File: config.mk
export PLATFORM = sky130hd
export DESIGN_NAME = pbr_ram
export DESIGN_NICKNAME = d
export VERILOG_FILES = /design/src/rtl/core/pbr_ram.sv
export SDC_FILE = /design/constraint.sdc
export NUM_CORES = 2
export LEC_CHECK = 0
export ABC_AREA = 1
export BUFFER_PORTS_ARGS = -buffer_cell sky130_fd_sc_hd__buf_4
export CAP_MARGIN = 20
export CELL_PAD_IN_SITES_DETAIL_PLACEMENT = 1
export CELL_PAD_IN_SITES_GLOBAL_PLACEMENT = 2
export CORE_AREA = 2 2 808 649
export DETAILED_ROUTE_END_ITERATION = 16
export DIE_AREA = 0 0 810 651
export PLACE_DENSITY_LB_ADDON = 0.1
export SLEW_MARGIN = 20
export SYNTH_ARGS = -nofsm -noshare
export SYNTH_HDL_FRONTEND = slang
export SYNTH_SLANG_ARGS = --single-unit
File: constraint.sdc
create_clock -name clock -period 2.9 [get_ports clock]
set_input_delay 0.58 -clock clock [delete_from_list [all_inputs] [get_ports clock]]
set_output_delay 0.58 -clock clock [all_outputs]
set_load 0.03 [all_outputs]
File: src/rtl/core/pbr_ram.sv
// ----------------------------------------------------------------------------
// pbr_ram
// Simple dual-port synchronous RAM, one write and one registered read port.
// ----------------------------------------------------------------------------
module pbr_ram #(
   parameter int DEPTH = 256,
   parameter int WIDTH = 16,
   parameter int AW    = $clog2(DEPTH)
) (
   input  logic             clock,
   input  logic             wr_en,
   input  logic [AW-1:0]    wr_addr,
   input  logic [WIDTH-1:0] wr_data,
   input  logic [AW-1:0]    rd_addr,
   output logic [WIDTH-1:0] rd_data
);

   logic [WIDTH-1:0] mem [DEPTH];
   logic [WIDTH-1:0] rd_data_ff;

   always_ff @(posedge clock) begin
      if (wr_en) begin
         mem[wr_addr] <= wr_data;
      end
      rd_data_ff <= mem[rd_addr];
   end

   assign rd_data = rd_data_ff;

endmodule

== Yosys cells after proc, flatten, opt, wreduce, memory -nomap -nowiden ==
Memory sizes are Yosys's and may differ from the RTL's. A register that Yosys moved wholly into a read port is not among the register bits.
Index checks and enable logic that the tools add are counted.
Storage, ports and cells
  register bits: 0
  memory bits (writable): 4096
  bits of input ports: 34
  output and inout port bits: 16
  word-level logic and storage cells: 3
  memories: 1
Memories
  mem: depth 256, width 16, read ports 1, clocked after Yosys merged registers in 1, wr ports 1, RTL line 18  | logic [WIDTH-1:0] mem [DEPTH];
Cells by class
  muxes and demuxes: 2
Operators with widths (count)
  $mux 1: 2

== Logic depth before layout (Yosys ltp) ==
  word-level depth: 2
  gate-level depth with buffers: 15
  mapped depth without buffers: 11

== Worst setup path before layout ==
No wires, ideal clock.
  path kind: input to register
  start point: input port wr_en
  end point: memory mem[162][0], enable pin
  setup time: 0.388 ns
  data arrival time: 2.032 ns
  required time: 2.512 ns
  setup slack: 0.480 ns
  stages: 4
  buffers on the path: 2
  path through: clkbuf_1 > nand3_1 > clkbuf_1 > nor2_1
On the way
  word-level cells in the longest chain between the ends: 2
Ends and longest elaborated chain
  from (decl): RTL line 11  | input logic wr_en,
  $mux 1: RTL line 22  | if (wr_en) begin
  $mux 1 (not written as such): RTL line 23  | mem[wr_addr] <= wr_data;
  to (decl): RTL line 18
Every way passes these cells.

==> flow_metrics.tcl <==
set metrics [dict create \
    status "complete, no violations" \
    cap_violations 0 \
    core_um2 519000 \
    whs_endpoint "mem[58][14]" \
    fmax_mhz 353 \
    track_usage 0.235 \
    r2r_start "mem[46][9]" \
    post-route-period-util 0.977 \
    area.growth.synth_to_final_pct 20.2 \
    numPlacedInstances 20900 \
    syn_avg_cell_area_um2 12.2 \
    cts_made_buffers 446 \
    crit_buf_inv 5 \
    synth_cell_type_count 15 \
    initialDrtViolationCount 9911 \
    clk_path_buf_depth 4 \
    syn_area_um2 166000 \
    reg2reg_slack_ps 300 \
    worstReg2RegEnd "rd_data[9]" \
    nNetsFinal 14500 \
    grt_max_degree 112 \
    cts-root-buf "clkbuf_16" \
    finalMaxSlewViolations 0 \
    drt.antenna.violating_nets 0 \
    hold_depth 1 \
    fin_util 0.384 \
    die_h_um 651 \
    ys_warn_count 0 \
    grt_pass1_wl_mm 896 \
    period_minus_slack_ps 2830 \
    num-fill-cells 54500 \
    min-delay-start "wr_data[14]" \
    core.rowCount 237 \
    seq_area_um2 123000 \
    cp_data_arrival_time_ps 3750 \
    antenna_found_initial 45 \
    totalWireLength_mm 632 \
    grt_pass1_vias 115000 \
    hold_ws_ps 100 \
    cts_tree "yes" \
    die-width_um 810 \
    path_max_fanout 27 \
    layout.cells.non_filler 21800 \
    max_stage_delay_ps 320 \
    port_buffers 49 \
    path_class "in2reg" \
    tightestPinTransition_ps 1150 \
    drc 0 \
    cpMaxStageDelayCell "buf_4" \
    pin_count 50 \
    drt-pass1-iter-count 5 \
    grt-ovfl-total 0 \
    hold_viol 0 \
    crit_chain "buf_16, inv_16, buf_12, buf_12, buf_4, nand2_1, nand3_1, nand3_1, nand3_1, nand3_1, nand3_1, nand3_1, nand2_1, nand2_1, nand2_1" \
    path_clk_slew_ps 60 \
    vias_per_cell 5.18 \
    rsz0062_at_grt "no" \
    critPathLaunchType "input port" \
    critPathCaptureType "register" \
    crit_top_cell "nand3_1" \
    cp_top_family "simple AND/OR/NAND/NOR gates" \
    clk_latency_ps 1040 \
    max-vdd-ir-drop_mv 0.523 \
    start_util 0.319 \
    die-area_um2 527000 \
    cts-htree-levels 5 \
    required_ps 3810 \
    post_cts_buffers 0 \
    hpwl_mm 403 \
    syn_inst 13600 \
    timing.final.ws_setup_ps 66.2 \
    clkSinkCount 4112 \
    syn-num-nets 13700 \
    fin_skew_ps 43.0 \
    p_leak_nw 69.9 \
    seq_area_frac_synth 0.744 \
    power_density_nw_per_um2 660 \
    multiInputGateArea_um2 37400 \
    drive_above_1_share 0.138 \
    num_vias 113000 \
    synth_seq_cells 4112 \
    r2r_cells 12 \
    pre_cts_ws_ps -1020 \
    wl_per_cell_um 29.0 \
    hold_class "in2reg" \
    slew_headroom 0.233 \
    setup_viol 0 \
    gp_congestion 0.815 \
    cp.depth 15 \
]
per-stage QoR:
step           TNS, ps  total power [mW]  area [um^2]
2_1_floorplan        0              70.9       166000
3_3_place_gp    -12670              76.8       185000
3_5_place_dp    -12660              76.9       185000
4_1_cts              0               133       199000
5_1_grt              0               136       199000
6_report             0               132       199000
flip-flops by register name (all words and copies together), names as in the netlist:
name and count:
rd_data 16, mem 4096
placed cells by master, fill, tap and decap left out, drive strengths merged:
master	netlist	layout
nand2	4211	4211
diode	0	19
clkbuf	154	570
nor2	283	283
nand3	4035	4035
buf	783	1325
edfxtp	4096	4096
clkinv	0	186
dlygate4sd3	0	13
bufinv	0	36
clkinvlp	0	8
inv	39	47
dfxtp	16	16
power by group:
group | internal [mW] | switching, mW | total, mW
sequential | 65.5 | 0.0789 | 65.6
combinational | 2.86 | 7.12 | 9.98
clock | 31.7 | 24.2 | 56.0
how the worst max path moves through the flow:
stage | slack, ps | start | to
floorplan | 480 | wr_en | mem[162][0]
global placement | -1020 | rd_addr[0] | rd_data[15]
detailed placement | -1020 | rd_addr[0] | rd_data[15]
CTS | 110 | rd_addr[0] | rd_data[15]
global route | 50 | rd_addr[0] | rd_data[10]
finish | 70 | rd_addr[0] | rd_data[9]
routing by layer:
layer,global-route usage,up-vias,wire [um]
met5,0,-,0
met2,0.372,2639,288000
met3,0.0234,677,29300
met4,0.0545,0,15600
met1,0.349,59100,299000
li1,-,50400,-
layout make-up:
cell class,count,share of cell area
clock buffer,570,0.0594
timing repair buffer,1338,0.0784
multi-input combinational,8529,0.188
antenna,19,0.000239
clock inverter,238,0.0105
inverter,39,0.000999
sequential,4112,0.619
tap,6931,0.0435
repair_timing:
item / in CTS / in global routing
setup endpoints to repair: 0 / 0
hold buffers: 13 / 0
gates resized for setup: 0 / 0
hold endpoints to repair: 195 / 0
Yosys cell counts:
cell / number / area (um^2)
inv_4: 2 / 12.5
buf_6: 53 / 597
buf_1: 70 / 263
nor2_1: 283 / 1060
clkbuf_1: 154 / 578
buf_4: 163 / 1220
buf_8: 1 / 15.0
nand3_1: 4035 / 20200
inv_1: 35 / 131
nand2_1: 4211 / 15800
edfxtp_1: 4096 / 123000
buf_12: 1 / 20.0
inv_2: 2 / 7.51
dfxtp_1: 16 / 320
buf_2: 495 / 2480
worst reg2reg max path: cells and delay by family (launching register included):
family	cells	cell delay (ps)
DFF	1	380
and+or+nand+nor	10	1740
buffers and inverters	2	330
cell families after synthesis:
kind of cell | synth area share
simple gates | 0.224
flops | 0.744
buf+inv | 0.0321
Power figures use the tool's default switching activity.
