$ cat src/rtl/core/pbr_pkg.sv
// ----------------------------------------------------------------------------
// pbr_pkg
// Shared types and constants of the partitioned buffer replacement unit.
// ----------------------------------------------------------------------------
package pbr_pkg;

   localparam int SLOTS   = 256;
   localparam int SLOT_IW = $clog2(SLOTS);
   localparam int SLOT_CW = SLOT_IW + 1;
   localparam int TENANTS = 16;
   localparam int TEN_W   = 4;
   localparam int PAGE_W  = 10;
   localparam int QUOTA_W = 9;
   localparam int FREQ_W  = 16;
   localparam int FREQ_AW = TEN_W + PAGE_W;
   localparam int STAMP_W = 32;

   localparam logic REQ_QUOTA  = 1'b0;
   localparam logic REQ_ACCESS = 1'b1;

   localparam logic CSR_NUM_TENANTS = 1'b0;
   localparam logic CSR_NUM_SLOTS   = 1'b1;

   localparam logic [2:0] STATUS_HIT   = 3'd0;
   localparam logic [2:0] STATUS_FREE  = 3'd1;
   localparam logic [2:0] STATUS_OWN   = 3'd2;
   localparam logic [2:0] STATUS_OTHER = 3'd3;
   localparam logic [2:0] STATUS_NOVIC = 3'd4;

   typedef struct packed {
      logic               req_type;
      logic [TEN_W-1:0]   tenant;
      logic [PAGE_W-1:0]  page;
      logic [QUOTA_W-1:0] min_quota;
      logic [QUOTA_W-1:0] max_quota;
   } req_beat_type;

   typedef struct packed {
      logic [8:0]        slot;
      logic [2:0]        status;
      logic [TEN_W-1:0]  evicted_tenant;
      logic [PAGE_W-1:0] evicted_page;
      logic              lfu_used;
   } rsp_beat_type;

   typedef struct packed {
      logic [TEN_W-1:0]   tenant;
      logic [PAGE_W-1:0]  page;
      logic [STAMP_W-1:0] last_use;
   } slot_entry_type;

   typedef struct packed {
      logic               clr;
      logic               vld;
      logic [SLOT_IW-1:0] idx;
      logic               occupied;
      logic [TEN_W-1:0]   tenant;
      logic [PAGE_W-1:0]  page;
      logic [STAMP_W-1:0] weight;
   } scan_in_type;

   typedef struct packed {
      logic               hit_found;
      logic [SLOT_IW-1:0] hit_idx;
      logic               free_found;
      logic [SLOT_IW-1:0] free_idx;
      logic               own_found;
      logic [SLOT_IW-1:0] own_idx;
      logic [PAGE_W-1:0]  own_page;
      logic               glob_found;
      logic [SLOT_IW-1:0] glob_idx;
      logic [TEN_W-1:0]   glob_tenant;
      logic [PAGE_W-1:0]  glob_page;
   } scan_res_type;

endpackage

$ cat src/rtl/core/pbr_scan.sv
// ----------------------------------------------------------------------------
// pbr_scan
// Running trackers over the slot scan: hit, lowest free slot, own least-weight
// page and least-weight page among tenants above their minimum.
// ----------------------------------------------------------------------------
module pbr_scan
   import pbr_pkg::*;
(
   input  logic                clock,
   input  logic                reset,
   input  scan_in_type         scan,
   input  logic [TEN_W-1:0]    req_tenant,
   input  logic [PAGE_W-1:0]   req_page,
   input  logic [SLOT_CW-1:0]  slot_limit,
   input  logic [TENANTS-1:0]  elig,
   output scan_res_type        res
);

   scan_res_type       res_ff;
   logic [STAMP_W-1:0] own_w_ff;
   logic [STAMP_W-1:0] glob_w_ff;
   logic               is_hit;
   logic               is_free;
   logic               own_better;
   logic               glob_better;

   always_comb begin
      is_hit  = scan.occupied && scan.tenant == req_tenant && scan.page == req_page;
      is_free = !scan.occupied && ({1'b0, scan.idx} < slot_limit);
      own_better = scan.occupied && scan.tenant == req_tenant &&
                   (!res_ff.own_found || scan.weight < own_w_ff ||
                    (scan.weight == own_w_ff && scan.page < res_ff.own_page));
      glob_better = scan.occupied && elig[scan.tenant] &&
                    (!res_ff.glob_found || scan.weight < glob_w_ff ||
                     (scan.weight == glob_w_ff &&
                      (scan.tenant < res_ff.glob_tenant ||
                       (scan.tenant == res_ff.glob_tenant &&
                        scan.page < res_ff.glob_page))));
   end

   always_ff @(posedge clock) begin
      if (reset || scan.clr) begin
         res_ff.hit_found  <= 1'b0;
         res_ff.free_found <= 1'b0;
         res_ff.own_found  <= 1'b0;
         res_ff.glob_found <= 1'b0;
      end else if (scan.vld) begin
         if (!res_ff.hit_found && is_hit) begin
            res_ff.hit_found <= 1'b1;
            res_ff.hit_idx   <= scan.idx;
         end
         if (!res_ff.free_found && is_free) begin
            res_ff.free_found <= 1'b1;
            res_ff.free_idx   <= scan.idx;
         end
         if (own_better) begin
            res_ff.own_found <= 1'b1;
            res_ff.own_idx   <= scan.idx;
            res_ff.own_page  <= scan.page;
            own_w_ff         <= scan.weight;
         end
         if (glob_better) begin
            res_ff.glob_found  <= 1'b1;
            res_ff.glob_idx    <= scan.idx;
            res_ff.glob_tenant <= scan.tenant;
            res_ff.glob_page   <= scan.page;
            glob_w_ff          <= scan.weight;
         end
      end
   end

   assign res = res_ff;

endmodule

$ cat config.mk
export PLATFORM = sky130hd
export DESIGN_NAME = pbr_scan
export DESIGN_NICKNAME = d
export VERILOG_FILES = /design/src/rtl/core/pbr_pkg.sv /design/src/rtl/core/pbr_scan.sv
export SDC_FILE = /design/constraint.sdc
export NUM_CORES = 1
export LEC_CHECK = 0
export BUFFER_PORTS_ARGS = -buffer_cell sky130_fd_sc_hd__buf_2
export CORE_ASPECT_RATIO = 1.2
export CORE_MARGIN = 4
export CORE_UTILIZATION = 25
export DETAILED_ROUTE_END_ITERATION = 16
export HOLD_SLACK_MARGIN = 0.03
export PLACE_DENSITY = 0.42
export SLEW_MARGIN = 10
export SYNTH_ARGS = -nofsm -noshare
export SYNTH_HDL_FRONTEND = slang
export SYNTH_SLANG_ARGS = --single-unit
$ cat constraint.sdc
create_clock -name clock -period 4.05 [get_ports clock]
set_input_delay 0.6075 -clock clock [delete_from_list [all_inputs] [get_ports clock]]
set_output_delay 0.6075 -clock clock [all_outputs]
set_load 0.01 [all_outputs]
Yosys cells after proc, flatten, opt, wreduce, memory -nomap -nowiden

Cells that the tools add are included.

Input bits: 98
Flip-flop bits (word level): 124
Output and inout port bits: 60
Word-level logic and storage cells: 58

Reductions and logical operators: 30
Bitwise logic cells: 1
Equal/unequal tests: 5
$lt $le $gt $ge: 7
Multiplexer cells: 2

Operators with widths:

| kind                 | number |
|---|---|
| $eq A32 B32 Y1       | 2 |
| $lt A32 B32 Y1       | 2 |
| $lt A10 B10 Y1       | 2 |
| $reduce_and A3 Y1    | 4 |
| $logic_and A1 B1 Y1  | 11 |
| $eq A10 B10 Y1       | 1 |
| $lt A8 B9 Y1         | 1 |
| $eq A4 B4 Y1         | 2 |
| $reduce_and A2 Y1    | 4 |
| $logic_or A1 B1 Y1   | 6 |
| $logic_not A1 Y1     | 5 |
| $lt A4 B5 Y1 const B | 1 |
| $bmux W1 S4          | 1 |
| $lt A4 B4 Y1         | 1 |
| $mux W1              | 1 |
| $not A1 Y1           | 1 |

Longest topological paths before layout

Gate-level depths: netlist of run 1.

Depth in word-level cells: 7
Depth in mapped cells: 9
Depth with buffers taken out: 8

Worst setup path before layout of run 1

OpenSTA, ideal clock, no wires.

Kind: input-to-reg
Start point: in scan[42] (netlist bit)
End point: reg glob_w_ff[0], enable pin
Path buffers: 1
Slack: 0.174 ns
Stages: 6
Setup time: 0.426 ns
Arrival time: 3.450 ns
Data required time: 3.624 ns
Cell sequence: buf_6 > mux2i_1 > mux4_2 > o22a_1 > or4_1 > o22ai_2

Word-level cells in the longest chain between the ends: 7
Elaborated cells on any way between the ends: 11
Classes of those cells: 1 x order compare; 1 x eq/ne; 2 x mux; 7 x reduce/logical

Ends and longest elaborated chain:

| item                                                                 | RTL line       | source |
|---|---|---|
| start, declared                                                      | pbr_scan.sv:11 | `input scan_in_type scan,` |
| parallel branches: the longest is 5 deep, another holds $lt A4 B4 Y1 | -              |  |
| $logic_and A1 B1 Y1 *                                                | pbr_scan.sv:33 | `glob_better = scan.occupied && elig[scan.tenant] &&` |
| $reduce_and A3 Y1 (no source line) *                                 | -              |  |
| end signal, assigned                                                 | pbr_scan.sv:67 | `glob_w_ff <= scan.weight;` |
| end, declared                                                        | pbr_scan.sv:21 | `logic [STAMP_W-1:0] glob_w_ff;` |

Mark *: on every way between the ends. The select of a mux whose other input is x is not followed.
A chain may end at the register's enable or synchronous reset.

Worst setup path in the final report of run 1

Start point: reg own_w_ff[29]
End point: reg own_w_ff[24], enable pin

Word-level cells in the longest chain between the ends: 5
Elaborated cells on any way between the ends: 7
Classes of those cells: 1 x order compare; 1 x eq/ne; 5 x reduce/logical

Ends and longest elaborated chain:

| item                                                             | RTL line                       | source |
|---|---|---|
| start, declared                                                  | pbr_scan.sv:20                 | `logic [STAMP_W-1:0] own_w_ff;` |
| start signal, assigned                                           | pbr_scan.sv:60                 | `own_w_ff <= scan.weight;` |
| $lt A32 B32 Y1 / $eq A32 B32 Y1 (equally long branches)          | pbr_scan.sv:31, pbr_scan.sv:32 |  |
| $logic_or A1 B1 Y1 / $logic_and A1 B1 Y1 (equally long branches) | pbr_scan.sv:31, pbr_scan.sv:32 |  |
| $logic_or A1 B1 Y1 *                                             | pbr_scan.sv:31                 | `(!res_ff.own_found \|\| scan.weight < own_w_ff \|\|` |
| $logic_and A1 B1 Y1 *                                            | pbr_scan.sv:30                 | `own_better = scan.occupied && scan.tenant == req_tenant &&` |
| $reduce_and A3 Y1 (no source line) *                             | -                              |  |

Mark *: on every way between the ends. The rest lies on a longest branch, timed or not.

==> run summary, run 1 <==
The number of hold buffers added after cts came out at 0. STA classifies the critical path endpoint as a flip-flop. The classification of the worst setup path is reg2reg. The final clock skew came out at 10.3 ps. The placed cell area came out at 7660 um^2. The maximum number of pins on one net before global-route repair came out at 43. The global-route congestion overflow total came out at 0. The mean routed wirelength per cell is 16.5 um. The number of DRC markers after the initial detailed-route iteration came out at 123. For this run, design rule violations remaining after detail routing come to 0. The min-delay analysis places its worst path in the category in2reg. The number of fill cells came out at 2530.

The final critical-path setup slack came out at 1180 ps. The combined area of the multi-input logic cells came out at 2370 um^2. The floorplan has 63 rows. The total nets after synthesis is 686. The fraction of layout instances using a drive strength above 1 is 28.5%. The overall die area is 28300 um^2.

Summed over all instances, the cell type with the most area after synthesis is edfxtp_1. The count of buffers inserted at the top-level ports is 157. For this configuration, the core starts out at a cell density of 25.7%. The synthesized design contains 120 enable-type register cells. Setup repair after global routing left no endpoint under its margin. By count the netlist is led by 120 x edfxtp_1, 96 x inv_1, 93 x ha_1.

The slew of the pin with the lowest slew margin came out at 573 ps. Routability-driven placement finished with a final weighted congestion of 0.740. The antenna diode count is 0. The element type at the critical path start is a flip-flop. The maximum vdd ir drop is 0.280 mV. The number of buffers inserted during clock tree synthesis is 17. Sequential cells were found to cover 57.4% of the synthesized design area. The later pin in the worst-skew pair is clocked with a latency of 420 ps. The share of synthesized area in the top cell type comes to 56.2%. Across every metal layer, demand over resource in global routing totals 12.0%. The data arrival time at the worst-slack endpoint came out at 2960 ps.

The critical-path maximum fanout came out at 42. The summed instance area of the synthesized netlist came out at 6410 um^2. The fmax came out at 349 MHz. The flow ran to the end, and the final reports show no timing, DRC or antenna violations. The core outline area came out at 25000 um^2. Setup violations remaining at the end of the flow were counted as 0.

The clock slew seen by the registers of the worst setup and hold paths is 60 ps. For the finished layout, the period the worst path requires is 2870 ps. The net total in the final layout came out at 865.

The clock net sink count came out at 124. The synthesized instance count is 495. The quantity of gates resized following cts is 0.

The area taken by flip-flops and latches came out at 3680 um^2. The post-route cell area is 8250 um^2. The H-tree generated during clock tree synthesis spans 4 levels. The count of pins on the block boundary is 158. The post-detailed-placement half-perimeter wirelength came out at 13100 um. The post-route non-filler standard cell count came out at 1012. TritonCTS built the clock tree. The root cell of the clock tree is clkbuf_16.

The share of flip-flops with an asynchronous set or reset came out at 0%. The global-route wire length before repair is 26200 um. For the worst setup path, the data required time is 4140 ps. The post-synthesis register bit count is 124. Summed over all layers, the routed wires come to 16700 um. Among all flip-flop cells after synthesis, the most frequent one is edfxtp_1. The number of vias after detailed routing is 4360.

Max-cap violations in this run came to 0. The synthesis-to-finish area growth is 28.6%. After synthesis, the mean cell area works out to 13.0 um^2. The worst setup timing slack at the placement stage came out at 710 ps. The worst slew margin relative to its limit came out at 61.5%. The post-CTS setup buffer count came out at 0.

The final-report max-slew violation count is 0. By area the synthesized netlist is led by edfxtp_1 56%, ha_1 18%, inv_1 5.6%, a21oi_1 2.5%, nand4_1 1.9%. For this design the static power due to leakage is 3.68 nW.

Yosys mapped the design onto 42 distinct sky130hd cell types. The clock passes through at most 2 buffers. The sum of negative setup slack came out at 0 ps. The number of iterations in the first detailed-routing pass is 4.

Of the available clock period, the critical path in the final layout requires 70.8%. The via density per instance came out at 4.31. For this run, the number of Yosys warnings is 0. In the post-synthesis netlist, the cell with the most instances is edfxtp_1. The die extent in x is 154 um.

Cells fill 33.0% of the core in the end. In this run, placement finished with an instance count of 980. The power density over the cells is 392 nW/um^2. The initial antenna violation count came out at 0.

The count of nets left with antenna violations once routing finished came out at 0. The final number of hold-violating endpoints came out at 0. In this run the vertical extent of the chip is 183 um. The number of global-route vias before repair was 4771.
[layer usage]
layer	GRT usage (%)	routed length, um
met5	0	0
met4	3.36	134
met3	3.23	768
met2	20.8	8400
met1	14.7	7390
[report_power, final]
part | total [mW] | internal (mW) | switching, mW
Combinational | 0.265 | 0.116 | 0.150
Sequential | 1.43 | 1.43 | 0.00586
Clock | 1.53 | 0.917 | 0.613
Total | 3.23 | 2.46 | 0.768
[critical path, cell delays in order (launching register included)]
cell and delay (ps):
edfxtp_1 320, inv_1 50, ha_1 280, nand4_1 180
nor4_1 580, nand4_1 230, a21oi_1 170, o21ai_0 140
nand2_2 260, buf_12 310
[state kept, by name, indices dropped and copies added (netlist names)]
signal     cells
own_w_ff      32
res           60
glob_w_ff     32
[area by class of cell]
cell class                      count  share of cell area [%]
Timing Repair Buffer              161                    10.2
Sequential cell                   124                    44.7
Tap cell                          325                    4.93
Inverter                           96                    4.37
Clock inverter                     15                    1.97
Multi-Input combinational cell    274                    28.7
Clock buffer                       17                    5.16
[kinds of logic (layout without fill, tap and decap cells)]
group	count (synthesis)	after routing	synth area share, %
compound gates	82	82	8.23
fa+ha+maj	93	93	18.1
buf+inv	97	289	5.79
flops	124	124	57.4
mux	8	8	1.89
simple gates	77	77	6.61
xor+xnor	14	14	1.91
[worst paths after layout]
check,from,to,slack (ps),cells past startpoint
worst min-delay path,scan[4],glob_w_ff[4],420,1
worst max-delay path,own_w_ff[29],own_w_ff[24],1180,9
worst min register to register,res[22],res[22],480,1
worst max register to register,own_w_ff[29],own_w_ff[24],1180,9
[metrics by stage]
stage          total power [mW]  hold WS, ps
2_1_floorplan              1.60          507
3_3_place_gp               1.73          468
3_5_place_dp               1.73          464
4_1_cts                    3.28          398
5_1_grt                    3.37          399
6_report                   3.23          419
[placed cells by master (no fill, tap or decap), types with 2 or more instances in the layout]
cell type,synthesis,layout
a2111o_1,2,2
a2111oi_0,2,2
a211oi_1,4,4
a21o_1,11,11
a21oi_1,32,32
a221o_1,2,2
and3_1,2,2
buf_12,0,2
buf_2,0,157
buf_4,0,2
bufinv_16,0,2
clkbuf_16,0,17
clkinvlp_4,0,4
dfxtp_1,4,4
edfxtp_1,120,120
ha_1,93,93
inv_1,96,96
inv_6,0,5
mux2i_1,5,5
mux4_2,2,2
nand2_1,17,16
nand2b_1,5,5
nand3_1,9,9
nand4_1,19,19
nor2_1,5,5
nor2b_1,4,4
nor3_1,3,3
nor3b_1,2,2
nor4_1,5,5
o211ai_1,5,5
o21a_1,2,2
o21ai_0,13,13
or4_1,3,3
xnor2_1,4,4
xor2_1,10,10
Power figures use the tool's default switching activity.
==> run 2: changes to the inputs <==
--- a/config.mk
+++ b/config.mk
@@ -11,7 +11,7 @@
 export CORE_UTILIZATION = 25
 export DETAILED_ROUTE_END_ITERATION = 16
 export HOLD_SLACK_MARGIN = 0.03
-export PLACE_DENSITY = 0.42
+export PLACE_DENSITY = 0.41
 export SLEW_MARGIN = 10
 export SYNTH_ARGS = -nofsm -noshare
 export SYNTH_HDL_FRONTEND = slang
==> constraint.sdc (replaced) <==
create_clock -name clock -period 2.8 [get_ports clock]
set_input_delay 0.42 -clock clock [delete_from_list [all_inputs] [get_ports clock]]
set_output_delay 0.42 -clock clock [all_outputs]
set_load 0.01 [all_outputs]
==> run 2 against run 1 <==
  * Combinational power increased by 70%
  * Highest routed layer unchanged
  * Critical path depth increased by 1
  * Sequential share of layout area decreased by 2.9 points
  * Cell count increased by 5.3%
  * Die area unchanged
==> run summary, run 2 (same netlist as run 1, synthesis figures left out) <==
The run finished with clean final reports. Tracing the worst setup path back leads to its startpoint at glob_w_ff[23]. The classification of the worst setup path is reg2reg. The max-capacitance violation count came out at 0 (unchanged). The number of placement rows is 63 (unchanged).

The routed wire length came out at 17400 um (+4.3%). The number of vias after detailed routing came out at 4638 (+6.4%). The number of hold buffers added after cts is 0 (unchanged). The number of global-route vias before repair came out at 5042 (+5.7%). The sum of negative setup slack is 0 ps (unchanged). The total track usage came out at 12.3% (+0.31 points). The final clock period utilization by the worst path came out at 96.9% (+26 points). The fraction of layout instances using a drive strength above 1 is 34.5% (+6.0 points). The element type at the critical path start is a flip-flop.

The clock net sink count is 124 (unchanged). The maximum count of clock buffers along a single path came out at 2 (unchanged). The placer congestion estimate came out at 0.801 (+8.2%). The placed cell area came out at 8080 um^2 (+5.5%). The most common cell after layout, fill and taps aside is buf_2.

The via density per instance is 4.35 (+0.99%). The clock network fraction of total power was 47.5% (about the same). The maximum number of pins on one net before global-route repair is 34 (-21%). The die extent in x is 154 um (unchanged).

The number of buffers inserted during clock tree synthesis is 17 (unchanged). The element type at the critical path end is a flip-flop. The final critical path time including I/O delays and setup is 2710 ps (-154 ps). The global-route wire length before repair is 27000 um (+3.0%). The internal power component was 3.76 mW (+53%).

The clock latency reported for the late side of the worst-skew pair is 410 ps (about the same). The data arrival time at the worst-slack endpoint was 2820 ps (-140 ps). The detailed-route DRC error count is 0 (unchanged). The post-route non-filler standard cell count is 1066 (+5.3%).

The net total in the final layout is 919 (+6.2%). The slew of the pin with the lowest slew margin is 553 ps (-20.3 ps). In this run the critical register-to-register path is launched from glob_w_ff[23]. The relative contribution of combinational cells to total power came out at 9.4% (+1.2 points).

The fmax came out at 369 MHz (+5.7%). The number of DRC markers after the initial detailed-route iteration is 168 (+37%). The worst setup slack for register-to-register paths is 90 ps (-1100 ps). The static leakage is 3.97 nW (+8.0%). The required time at the worst-slack endpoint was 2910 ps (-1230 ps).

The number of flip-flops under the largest register name came out at 60 (unchanged). The count of buffers inserted at the top-level ports came to 157 (unchanged). The root buffer cell chosen for the clock tree is clkbuf_16. The critical path ends at glob_w_ff[12]. The global-route congestion overflow total is 0 (unchanged).

The number of iterations in the first detailed-routing pass came out at 4 (unchanged). The post-detailed-placement half-perimeter wirelength is 13700 um (+5.1%). The proportion of total power due to net switching came out at 22.0% (-1.8 points). The maximum vdd ir drop came out at 0.393 mV (+41%).

The final clock skew came out at 11.6 ps (+1.33 ps). The core outline area came out at 25000 um^2 (unchanged). The power spent charging and discharging nets came out at 1.06 mW (+38%).

TritonCTS built the clock tree. The post-route cell area is 8820 um^2 (+6.9%). The number of levels in the clock H-tree came to 4 (unchanged). The initial cell density of the core came out at 25.7% (unchanged). The vertical die dimension is 183 um (unchanged).

The reg-to-reg endpoint is glob_w_ff[12]. The critical-path maximum fanout is 8 (-81%). The total power of the final layout came out at 4.82 mW (+49%). The final number of setup-violating endpoints came out at 0 (unchanged). The top cell types in the final layout, fill and taps aside, are 157 x buf_2, 120 x edfxtp_1, 96 x inv_1.

The overall die area came out at 28300 um^2 (unchanged). The antenna diode count is 0 (unchanged). The count of pins on the block boundary came out at 158 (unchanged). The area growth from synthesis to layout is 37.4%. The worst slew margin relative to its limit is 63.0% (+1.6 points).

The number of placed instances with taps included is 1030 (+5.1%). The initial antenna violation count came out at 0 (unchanged). The final antenna-violating net count came out at 0 (unchanged). The worst hold-check path type is in2reg. The final number of hold-violating endpoints is 0 (unchanged).

The power density over the cells was 546 nW/um^2 (+40%). The worst reg2reg path depth is 10 (+1). The share of total power in sequential cells is 43.1% (-1.3 points). The final-report max-slew violation count came out at 0 (unchanged). The clock slew seen by the registers of the worst setup and hold paths came to 60 ps (about the same). The mean routed wirelength per cell came out at 16.3 um (-1.0%).
run 2: cell count changes in the layout (fill, tap and decap cells not counted), moves of 3 or more:
| cell | delta |
|---|---|
| or4_1 | -3 |
| inv_6 | -5 |
| buf_4 | +48 |
| buf_12 | +3 |
| or4_4 | +3 |
run 2: repair_timing:
action | CTS | global route
gates cloned | 0 | 2
resized for setup | 3 | 10
setup endpoints to repair | 54 | 55
setup buffers | 0 | 2
run 2: worst min path at each step:
stage	slack [ps]	from	end	cells past startpoint
after global placement	470	res[59]	res[59]	1
after CTS	210	scan[0]	glob_w_ff[0]	1
final	230	scan[0]	glob_w_ff[0]	1
after floorplan	510	res[41]	res[41]	2
after detailed placement	470	res[59]	res[59]	1
after global routing	210	scan[0]	glob_w_ff[0]	1
run 2: worst max-delay path, cell delays in order, from the launching register on:
cell	delay [ps]
edfxtp_1	360
inv_1	60
ha_1	240
nand4_1	170
buf_4	130
nor3_1	40
a221o_1	320
or4_4	550
o22ai_4	250
buf_12	150
buf_6	140
run 2: layout make-up:
class | instances | area [um^2]
inverters | 96 | 360
clock inverters | 14 | 176
repair buffers | 215 | 1310
clock buffers | 18 | 429
multi-input cells | 274 | 2450
well taps | 325 | 407
flip-flops and latches | 124 | 3680
fillers | 2521 | 16200
run 2: power groups by stage:
stage / logic, mW / clock network (mW) / registers, mW
after floorplan: 0.188 / 0 / 2.12
after global placement: 0.438 / 0 / 2.12
after detailed placement: 0.442 / 0 / 2.12
after CTS: 0.446 / 2.36 / 2.08
after global routing: 0.513 / 2.44 / 2.08
final: 0.451 / 2.29 / 2.08
run 2: routing by layer:
| layer | GRT usage (%) | part of all wire (%) | routed length (um) | vias to the layer above |
|---|---|---|---|---|
| met5 | 0 | 0 | 0 | - |
| met4 | 3.07 | 0.95 | 166 | 0 |
| met3 | 4.36 | 6.2 | 1080 | 12 |
| met2 | 20.7 | 48 | 8350 | 122 |
| met1 | 15.1 | 45 | 7810 | 2204 |
| li1 | - | - | - | 2300 |
run 2: stage by stage:
stage	hold slack, ps	utilization, %	setup WS [ps]
finish	229	35.3	87.3
global route	213	35.3	-5.79
CTS	206	34.8	40.9
detailed placement	473	32.3	-306
global placement	474	32.3	-245
floorplan	507	-	-329
==> run 3: changes to the inputs <==
--- a/config.mk
+++ b/config.mk
@@ -6,7 +6,6 @@
 export NUM_CORES = 1
 export LEC_CHECK = 0
 export BUFFER_PORTS_ARGS = -buffer_cell sky130_fd_sc_hd__buf_2
-export CORE_ASPECT_RATIO = 1.2
 export CORE_MARGIN = 4
 export CORE_UTILIZATION = 25
 export DETAILED_ROUTE_END_ITERATION = 16
==> constraint.sdc (replaced) <==
create_clock -name clock -period 3.05 [get_ports clock]
set_input_delay 0.4575 -clock clock [delete_from_list [all_inputs] [get_ports clock]]
set_output_delay 0.4575 -clock clock [all_outputs]
set_load 0.01 [all_outputs]
==> run 3 against run 2 <==
  * Combinational power down 20%
  * Core utilization shrank 1.8 points
  * Via count down 4.8%
  * Power fell by 4.5%
  * Maximum frequency fell by 3.8%
  * Highest routed layer unchanged
  * Count of clock-buffer cells in the layout fell by 1
  * Critical path depth down 2
  * Setup slack better by 140 ps
  * Non-clock buffer count decreased by 47
==> run summary, run 3 (same netlist as run 1, synthesis figures left out) <==
The run finished with clean final reports. The final clock skew came out at 10.6 ps (-1.02 ps). The maximum count of clock buffers along a single path is 2 (unchanged).

The worst hold path terminates at own_w_ff[0]. The maximum vdd ir drop came to 0.338 mV (-14%). The via density per instance is 4.31 (-0.86%). The number of hold buffers added after cts is 0 (unchanged).

The count of pins on the block boundary is 158 (unchanged). The number of placement rows is 58 (-7.9%). Traced cell by cell, the critical path runs through inv_1 -> ha_1 -> nand4_1 -> or4_1 -> o41ai_1 -> a21oi_1 -> o22ai_4 -> buf_12. The antenna diode count came out at 0 (unchanged). The worst hold path cell count is 1 (unchanged).

The core outline area came to 25200 um^2 (+0.78%). The synthesis-to-finish area growth came out at 31.5%. The fmax is 355 MHz (-3.8%).

The classification of the worst setup path is reg2reg. The number of vias after detailed routing was 4417 (-4.8%). The startpoint identified for the worst hold timing path is scan[0]. The final clock period utilization by the worst path is 92.4% (-4.4 points). The overall die area came out at 28300 um^2 (about the same).

The worst setup slack for register-to-register paths came out at 230 ps (+140 ps). The clock latency reported for the late side of the worst-skew pair is 420 ps (about the same). The vertical die dimension came out at 168 um (-8.3%). The top cell types in the final layout, fill and taps aside, are 157 x buf_2, 120 x edfxtp_1, 96 x inv_1. The placed cell area came to 7760 um^2 (-4.0%).

The slew of the pin with the lowest slew margin came out at 591 ps (+38.4 ps). The fraction of layout instances using a drive strength above 1 is 29.8% (-4.7 points). The number of global-route vias before repair is 4759 (-5.6%). The final number of hold-violating endpoints came out at 0 (unchanged).

The mean routed wirelength per cell was 17.1 um (+4.5%). The total track usage is 12.5% (+0.24 points). The root cell of the clock tree is clkbuf_16. The final antenna-violating net count came out at 0 (unchanged).

The number of iterations in the first detailed-routing pass came out at 4 (unchanged). The maximum cell stage delay along the critical path came to 660 ps (+110 ps). The power density over the cells came to 545 nW/um^2 (-0.22%). The number of DRC markers after the initial detailed-route iteration came out at 152 (-9.5%). The number of buffers inserted during clock tree synthesis is 17 (unchanged). The static leakage came out at 3.77 nW (-5.1%).

The final-report max-slew violation count is 0 (unchanged). The die extent in x is 168 um (+9.0%). The final number of setup-violating endpoints is 0 (unchanged). The final critical path time including I/O delays and setup is 2820 ps (+107 ps). The placer congestion estimate is 0.749 (-6.4%). The initial cell density of the core is 25.5% (-0.20 points). STA classifies the critical path endpoint as a flip-flop.

The post-CTS setup buffer count came out at 0 (unchanged). The number of flip-flops under the largest register name was 60 (unchanged). The count of buffers inserted at the top-level ports is 157 (unchanged). Setup repair after global routing left no endpoint under its margin. The TritonCTS clock tree is done. The initial antenna violation count is 0 (unchanged). The clock slew seen by the registers of the worst setup and hold paths came out at 60 ps (about the same). The share of the core filled with cells is 33.5% (-1.8 points).

The element type at the critical path start is a flip-flop. The required time at the worst-slack endpoint came out at 3160 ps (+250 ps). The data arrival time at the worst-slack endpoint came out at 2930 ps (+110 ps). The most common cell after layout, fill and taps aside is buf_2. The total power of the final layout was 4.60 mW (-4.5%). The post-detailed-placement half-perimeter wirelength came to 13500 um (-1.5%).

The post-route cell area came out at 8440 um^2 (-4.3%). The worst slew margin relative to its limit is 60.6% (-2.4 points). The routed wire length is 17500 um (+0.35%). The global-route congestion overflow total is 0 (unchanged). The slowest cell on the critical path is or4_1. The worst hold-check path type is in2reg. The critical-path maximum fanout is 23 (+15). The global-route wire length before repair is 27100 um (+0.41%). The number of levels in the clock H-tree came to 4 (unchanged). The clock net sink count was 124 (unchanged).

The detailed-route DRC error count is 0 (unchanged). The quantity of gates resized following cts came out at 0 (-3). The worst reg2reg path depth was 8 (-2). The startpoint identified for the worst register-to-register timing path is glob_w_ff[14]. The max-capacitance violation count is 0 (unchanged). The net total in the final layout is 872 (-5.1%). The reg-to-reg endpoint is res[12]. The maximum number of pins on one net before global-route repair is 28 (-18%).
run 3: changes by cell type in the layout (fill, tap and decap cells not counted), sizes merged:
cell | previous run | this run
buf | 214 | 168
inv | 96 | 97
clkinvlp | 4 | 2
clkbuf | 19 | 17
bufinv | 4 | 6
run 3: where the power goes:
part | total (mW) | internal, mW | switching, mW | leakage, nW
combinational | 0.362 | 0.158 | 0.204 | 2.33
clock | 2.33 | 1.53 | 0.798 | 0.323
sequential | 1.91 | 1.90 | 0.00885 | 1.12
run 3: layout make-up:
| class | count | area (um^2) |
|---|---|---|
| clock buffers | 17 | 425 |
| multi-input cells | 274 | 2390 |
| clock inverters | 15 | 245 |
| inverters | 96 | 360 |
| fillers | 2560 | 16700 |
| repair buffers | 168 | 918 |
| well taps | 330 | 413 |
| flip-flops and latches | 124 | 3680 |
run 3: worst max path at each step:
stage / end / slack (ps) / start
after floorplan: glob_w_ff[0] / -120 / scan[42]
after global placement: res[38] / -210 / scan[31]
after detailed placement: res[23] / -180 / scan[30]
after CTS: own_w_ff[2] / 50 / own_w_ff[29]
after global routing: res[2] / 50 / glob_w_ff[14]
final: res[12] / 230 / glob_w_ff[14]
run 3: worst max-delay path, delay by kind of cell (launching register included):
family          cells  cell delay (ps)
flops               1              330
simple gates        2              900
fa+ha+maj           1              300
buf+inv             2              270
compound gates      3              700
run 3: per-layer routing:
layer,share of wire (%),global-route usage (%),up-vias
met4,1.0,3.03,0
met1,47,16.8,2069
met5,0,0,-
met2,46,19.6,130
met3,6.2,4.27,13
li1,-,-,2205
run 3: per-stage QoR:
| stage | std cells | TNS, ps | setup slack [ps] | hold slack (ps) |
|---|---|---|---|---|
| after CTS | 1024 | 0 | 46.7 | 239 |
| final | 1024 | 0 | 230 | 256 |
| after global placement | 992 | -10160 | -213 | 478 |
| after detailed placement | 992 | -10920 | -184 | 481 |
| after floorplan | 495 | -6310 | -117 | 507 |
| after global routing | 1024 | 0 | 48.1 | 234 |
